===== config.mk =====
export PLATFORM = sky130hd
export DESIGN_NAME = mbd_cell
export DESIGN_NICKNAME = d
export VERILOG_FILES = /design/src/mbd_pkg.sv /design/src/mbd_cell.sv
export SDC_FILE = /design/constraint.sdc
export NUM_CORES = 1
export LEC_CHECK = 0
export BUFFER_PORTS_ARGS = -buffer_cell sky130_fd_sc_hd__buf_2
export CORE_ASPECT_RATIO = 0.9
export CORE_MARGIN = 1
export CORE_UTILIZATION = 57
export CTS_BUF_LIST = sky130_fd_sc_hd__clkbuf_16
export DETAILED_ROUTE_END_ITERATION = 8
export GPL_TIMING_DRIVEN = 0
export PLACE_DENSITY = 0.95
export SLEW_MARGIN = 20
export SYNTH_ARGS = -nofsm -noshare
export SYNTH_HDL_FRONTEND = slang
export SYNTH_SLANG_ARGS = --single-unit

===== constraint.sdc =====
create_clock -name aclk -period 12.2 [get_ports aclk]
set_input_delay 1.22 -clock aclk [delete_from_list [all_inputs] [get_ports aclk]]
set_output_delay 1.22 -clock aclk [all_outputs]
set_load 0.05 [all_outputs]

===== src/mbd_pkg.sv =====
`timescale 1ns / 1ps
// ---------------------------------------------------------------------------
// mbd_pkg
// Shared types, constants and lane arithmetic of the mip chain generator.
// ---------------------------------------------------------------------------
package mbd_pkg;

    localparam int CFG_W   = 13;
    localparam int PIX_W   = 32;
    localparam int SUM_W   = 36;
    localparam int LANE_W  = 9;
    localparam int LVL_W   = 4;
    localparam int COORD_W = 11;
    localparam int IDX_W   = 2;

    localparam int DEF_MAX_WIDTH  = 4096;
    localparam int DEF_MAX_LEVELS = 13;

    localparam logic [CFG_W-1:0] RESET_SIZE = 13'd4096;

    localparam logic [IDX_W-1:0] REG_IMAGE_WIDTH  = 2'd0;
    localparam logic [IDX_W-1:0] REG_IMAGE_HEIGHT = 2'd1;

    typedef enum logic [1:0] {
        CELL_IDLE,
        CELL_WAIT,
        CELL_EMIT
    } cell_state_t;

    // pixel travelling up the chain with the geometry of the level it enters
    typedef struct packed {
        logic             valid;
        logic [PIX_W-1:0] pix;
        logic [CFG_W-1:0] cw;
        logic [CFG_W-1:0] ch;
        logic [CFG_W-1:0] base;
        logic [LVL_W-1:0] levels;
    } token_t;

    typedef struct packed {
        logic [CFG_W-1:0] col;
        logic [CFG_W-1:0] row;
    } peek_t;

    typedef struct packed {
        logic             rd_en;
        logic             wr_en;
        logic [CFG_W-1:0] addr;
        logic [SUM_W-1:0] wdata;
    } mem_req_t;

    typedef struct packed {
        logic               valid;
        logic [LVL_W-1:0]   mip_level;
        logic [COORD_W-1:0] col;
        logic [COORD_W-1:0] row;
        logic [PIX_W-1:0]   pix;
        logic               last;
    } emit_t;

    function automatic logic [SUM_W-1:0] lane_pair(input logic [PIX_W-1:0] a,
                                                   input logic [PIX_W-1:0] b);
        logic [SUM_W-1:0] r;
        r = '0;
        for (int ch = 0; ch < 4; ch++) begin
            r[LANE_W*ch +: LANE_W] = {1'b0, a[8*ch +: 8]} + {1'b0, b[8*ch +: 8]};
        end
        return r;
    endfunction

    function automatic logic [PIX_W-1:0] lane_average(input logic [SUM_W-1:0] t,
                                                      input logic [SUM_W-1:0] b);
        logic [PIX_W-1:0]  r;
        logic [LANE_W:0]   s;
        r = '0;
        for (int ch = 0; ch < 4; ch++) begin
            s = {1'b0, t[LANE_W*ch +: LANE_W]} + {1'b0, b[LANE_W*ch +: LANE_W]};
            r[8*ch +: 8] = s[LANE_W:2];
        end
        return r;
    endfunction

endpackage


===== src/mbd_cell.sv =====
`timescale 1ns / 1ps
// ---------------------------------------------------------------------------
// mbd_cell
// One mip level: position counters, held even-column pixel, pair summing
// and 2x2 averaging; hands each finished pixel to the next level's cell.
// ---------------------------------------------------------------------------
module mbd_cell #(
    parameter int LEVEL = 0
) (
    input  logic                      aclk,
    input  logic                      aresetn,
    input  logic                      clear_cnt,
    input  mbd_pkg::token_t           tok_in,
    output mbd_pkg::token_t           tok_out,
    input  mbd_pkg::peek_t            nb_peek,
    output mbd_pkg::peek_t            peek,
    input  logic [mbd_pkg::SUM_W-1:0] rdata,
    output mbd_pkg::mem_req_t         mem_req,
    output mbd_pkg::emit_t            emit,
    input  logic                      emit_grant,
    output logic                      done
);

    localparam int CW = mbd_pkg::CFG_W;
    localparam int LW = mbd_pkg::LVL_W;
    localparam logic [LW-1:0] NEXT_LVL  = LW'(LEVEL + 1);
    localparam logic [LW:0]   NEXT2_LVL = (LW+1)'(LEVEL + 2);

    mbd_pkg::cell_state_t state_reg, state_next;

    logic [CW-1:0]                    col_reg, col_next;
    logic [CW-1:0]                    row_reg, row_next;
    logic [mbd_pkg::PIX_W-1:0]        held_reg, held_next;
    logic [mbd_pkg::SUM_W-1:0]        sum_reg, sum_next;
    logic [mbd_pkg::PIX_W-1:0]        avg_reg, avg_next;
    logic                             last_reg, last_next;
    logic [mbd_pkg::COORD_W-1:0]      ocol_reg, ocol_next;
    logic [mbd_pkg::COORD_W-1:0]      orow_reg, orow_next;
    logic [CW-1:0]                    pcw_reg, pcw_next;
    logic [CW-1:0]                    pch_reg, pch_next;
    logic [CW-1:0]                    pbase_reg, pbase_next;
    logic [LW-1:0]                    plev_reg, plev_next;
    logic                             tok_vld_reg, tok_vld_next;

    logic                      arrive;
    logic                      en;
    logic                      in_rng;
    logic                      act;
    logic                      fetch;
    logic                      store;
    logic [mbd_pkg::SUM_W-1:0] pair;
    logic [CW-1:0]             addr;
    logic [CW:0]               col_inc;
    logic [CW:0]               row_inc;
    logic                      nb_fetch;

    assign arrive = tok_in.valid && (state_reg == mbd_pkg::CELL_IDLE);
    assign en     = NEXT_LVL < tok_in.levels;
    assign in_rng = (col_reg < {tok_in.cw[CW-1:1], 1'b0}) &&
                    (row_reg < {tok_in.ch[CW-1:1], 1'b0});
    assign act    = arrive && en && in_rng;
    assign fetch  = act && col_reg[0] && row_reg[0];
    assign store  = act && col_reg[0] && !row_reg[0];
    assign pair   = mbd_pkg::lane_pair(held_reg, tok_in.pix);
    assign addr   = tok_in.base + {1'b0, col_reg[CW-1:1]};
    assign col_inc = {1'b0, col_reg} + 1'b1;
    assign row_inc = {1'b0, row_reg} + 1'b1;

    // will the next level finish a pixel with the one we are about to hand it
    assign nb_fetch = (NEXT2_LVL < {1'b0, plev_reg}) && nb_peek.col[0] && nb_peek.row[0] &&
                      (nb_peek.col < {pcw_reg[CW-1:1], 1'b0}) &&
                      (nb_peek.row < {pch_reg[CW-1:1], 1'b0});

    // next state
    always_comb begin
        state_next = state_reg;
        unique case (state_reg)
            mbd_pkg::CELL_IDLE: begin
                if (fetch) begin
                    state_next = mbd_pkg::CELL_WAIT;
                end
            end
            mbd_pkg::CELL_WAIT: begin
                state_next = mbd_pkg::CELL_EMIT;
            end
            mbd_pkg::CELL_EMIT: begin
                if (emit_grant) begin
                    state_next = mbd_pkg::CELL_IDLE;
                end
            end
            default: begin
                state_next = mbd_pkg::CELL_IDLE;
            end
        endcase
    end

    // datapath
    always_comb begin
        col_next     = col_reg;
        row_next     = row_reg;
        held_next    = held_reg;
        sum_next     = sum_reg;
        avg_next     = avg_reg;
        last_next    = last_reg;
        ocol_next    = ocol_reg;
        orow_next    = orow_reg;
        pcw_next     = pcw_reg;
        pch_next     = pch_reg;
        pbase_next   = pbase_reg;
        plev_next    = plev_reg;
        tok_vld_next = 1'b0;

        if (arrive) begin
            if (act && !col_reg[0]) begin
                held_next = tok_in.pix;
            end
            if (fetch) begin
                sum_next   = pair;
                ocol_next  = col_reg[mbd_pkg::COORD_W:1];
                orow_next  = row_reg[mbd_pkg::COORD_W:1];
                pcw_next   = {1'b0, tok_in.cw[CW-1:1]};
                pch_next   = {1'b0, tok_in.ch[CW-1:1]};
                pbase_next = tok_in.base + {1'b0, tok_in.cw[CW-1:1]};
                plev_next  = tok_in.levels;
            end
            if ((tok_in.cw != '0) && (tok_in.ch != '0)) begin
                if (col_inc >= {1'b0, tok_in.cw}) begin
                    col_next = '0;
                    if (row_inc >= {1'b0, tok_in.ch}) begin
                        row_next = '0;
                    end else begin
                        row_next = row_inc[CW-1:0];
                    end
                end else begin
                    col_next = col_inc[CW-1:0];
                end
            end
        end

        if (state_reg == mbd_pkg::CELL_WAIT) begin
            avg_next  = mbd_pkg::lane_average(rdata, sum_reg);
            last_next = !nb_fetch;
        end

        if ((state_reg == mbd_pkg::CELL_EMIT) && emit_grant) begin
            tok_vld_next = 1'b1;
        end

        if (clear_cnt) begin
            col_next = '0;
            row_next = '0;
        end
    end

    always_ff @(posedge aclk) begin
        if (!aresetn) begin
            state_reg   <= mbd_pkg::CELL_IDLE;
            col_reg     <= '0;
            row_reg     <= '0;
            tok_vld_reg <= 1'b0;
        end else begin
            state_reg   <= state_next;
            col_reg     <= col_next;
            row_reg     <= row_next;
            tok_vld_reg <= tok_vld_next;
        end
    end

    always_ff @(posedge aclk) begin
        held_reg  <= held_next;
        sum_reg   <= sum_next;
        avg_reg   <= avg_next;
        last_reg  <= last_next;
        ocol_reg  <= ocol_next;
        orow_reg  <= orow_next;
        pcw_reg   <= pcw_next;
        pch_reg   <= pch_next;
        pbase_reg <= pbase_next;
        plev_reg  <= plev_next;
    end

    // outputs
    always_comb begin
        tok_out.valid  = tok_vld_reg;
        tok_out.pix    = avg_reg;
        tok_out.cw     = pcw_reg;
        tok_out.ch     = pch_reg;
        tok_out.base   = pbase_reg;
        tok_out.levels = plev_reg;

        peek.col = col_reg;
        peek.row = row_reg;

        mem_req.rd_en = fetch;
        mem_req.wr_en = store;
        mem_req.addr  = (fetch || store) ? addr : '0;
        mem_req.wdata = store ? pair : '0;

        emit.valid     = (state_reg == mbd_pkg::CELL_EMIT);
        emit.mip_level = emit.valid ? NEXT_LVL : '0;
        emit.col       = emit.valid ? ocol_reg : '0;
        emit.row       = emit.valid ? orow_reg : '0;
        emit.pix       = emit.valid ? avg_reg : '0;
        emit.last      = emit.valid && last_reg;

        done = arrive && !fetch;
    end

endmodule


==> metrics.yaml <==
yosysTopAreaCell: "edfxtp_1"
numCtsBuffers: 17
drtIter0Drc: 726
clkSinkCount: 193
htreeDepth: 4
slowest_stage: "or4_4"
setup_viol: 0
gp_congestion: 0.9423
relSlewSlack: 0.4748
finalCriticalPeriod_ps: 5462
clk_pin_slew_ps: 80
clockRootBuffer: "clkbuf_16"
whs_ps: 538.3
first_pass_iters: 7
ys_seq_elements: 193
cp.required_ps: 10980
synthCells: 1113
rsz0062_at_grt: "no"
synthTopCellsByArea: "edfxtp_1 41%, ha_1 16%, dfxtp_1 4.8%"
pre_cts_ws_ps: 6825
start_util: 0.5799
critPathCaptureType: "output port"
vias_per_cell: 5.776
synth.top_cell.area_share: 0.4089
cts_tree: "done"
ys_types: 59
drc_errors: 0
cts_buffer_depth: 2
grt_max_degree: 30
nets: 1797
tns_ps: 0
clk_latency_ps: 440
ir_drop_mv: 0.1037
ios: 356
crit_path_start_kind: "input pin"
postSynth.asyncResetShare: 0
cts_resized: 0
fp.dieArea_sq_um: 21720
fin_crit_sh: 0.4477
fillers: 1386
drive_gt1_frac: 0.2733
gr-usage-all-layers: 0.3132
hp-class: "reg -> reg"
layout_setup_ws_ps: 6738
crit_top_cell: "buf_6"
ctsHoldBuffers: 0
critPathMaxStageDelay_ps: 540
leakagePower_nw: 7.131
route.vias.total: 10360
hold_viol_final: 0
p_per_area_nw_per_um2: 100.9
synthFlopType: "edfxtp_1"
synth_area_sq_um: 12040
antenna_found_initial: 5
fmax_ghz: 0.1831
fp.dieW_microns: 155.2
yosysWarnings: 0
drv_cap: 0
path_cells: "buf_2 -> inv_1 -> ha_1 -> a211oi_2 -> nand2_1 -> or4_4 -> a21oi_4 -> o2111ai_4 -> nand2b_4 -> buf_6 -> inv_2 -> buf_6 -> buf_6 -> and2_1 -> buf_2"
wl_per_cell_microns: 19.08
skew_ps: 12.59
dp_cells: 1758
dpl.hpwl_microns: 26310
largest_register_ffs: 36
status: "finished clean"
worst_pin_slew_ps: 787.8
grt-ovfl-total: 0
wl_microns: 34220
layoutNonFillerInstCount: 1793
path_class: "in -> out"
port_buffers: 350
grt_pass1_vias: 10160
post_cts_buffers: 0
drv_slew: 0
worstPathMaxFanout: 10
grt_pass1_wl_microns: 52340
cp_data_arrival_time_ps: 4240
antenna_left: 0
core_sq_um: 20770
synth_edf_count: 164
die_y_microns: 139.9
rows: 50
fin_util: 0.7164
syn2layout_area_growth_pct: 23.54
ys_seq_area_frac: 0.4571
yosysMostFrequentCell: "edfxtp_1"
avgSynthCellArea_sq_um: 10.82
synth_common_cells: "164 x edfxtp_1, 158 x ha_1, 91 x and2_1, 80 x inv_1, 76 x nor2_1"
final timing paths:
kind          startpoint           to  slack [ps]  cells after the start
max           tok_in[42]  mem_req[13]        6740                     15
min           row_reg[8]  orow_reg[7]         540                      0
max reg2reg  col_reg[10]  sum_reg[12]        8280                     10
min reg2reg   row_reg[8]  orow_reg[7]         540                      0
area by class of cell:
type	count	area [sq um]	area share
antenna	3	7.507	0.0005045
buffer	27	158.9	0.01068
clock buffer	17	425.4	0.02859
clock inverter	15	132.6	0.008914
inverter	81	304.0	0.02043
multi-input combinational	816	6113	0.4109
sequential	193	5505	0.3700
tap	286	357.8	0.02405
timing repair buffer	355	1874	0.1260
cells in the final DEF, fill, tap and decap left out, types with 17 or more instances in the layout:
cell type  netlist  layout
buf_2            1     351
edfxtp_1       164     164
ha_1           158     158
and2_1          91      91
inv_1           80      81
nor2_1          76      74
a21oi_1         58      58
xnor2_1         53      53
nand2_1         50      50
o21ai_0         41      41
a21o_1          40      40
nand3_1         36      36
dfxtp_1         29      29
xor2_1          26      26
nand2b_1        23      23
nor2b_1         21      20
nor3_1          19      19
clkbuf_16        0      17
metrics by stage:
| step | instance area [sq um] | power (W) |
|---|---|---|
| finish | 14880 | 0.001501 |
| global route | 14880 | 0.001548 |
| CTS | 14870 | 0.001498 |
| detailed placement | 14310 | 0.0009643 |
| global placement | 14170 | 0.0009479 |
| floorplan | 12060 | 0.0008906 |
logic make-up after synthesis:
family	after synthesis	synth area share
AOI/OAI and AO/OA	215	0.1181
xor gates and xnor gates	79	0.05745
adders and majority gates	164	0.1741
buffers and inverters	108	0.03844
DFF	193	0.4571
muxes	2	0.001662
other	1	0.0003114
and+or+nand+nor	351	0.1528
critical path: cells and delay by family:
family,cells,cell delay [ps]
simple gates,4,1030
compound gates,3,620
buf+inv,7,1000
fa+ha+maj,1,360
power breakdown:
part           switching [W]  internal (W)
registers         0.00000315      0.000730
clock network       0.000275      0.000269
logic               0.000133     0.0000916
layer usage:
layer / GRT usage / wire [microns] / share of wire
met1: 0.3641 / 12680 / 0.37
met4: 0.1496 / 1260 / 0.037
met5: 0 / 26 / 0.00076
met2: 0.5529 / 17320 / 0.51
met3: 0.06405 / 2938 / 0.086
(Power assumes the default switching activity.)
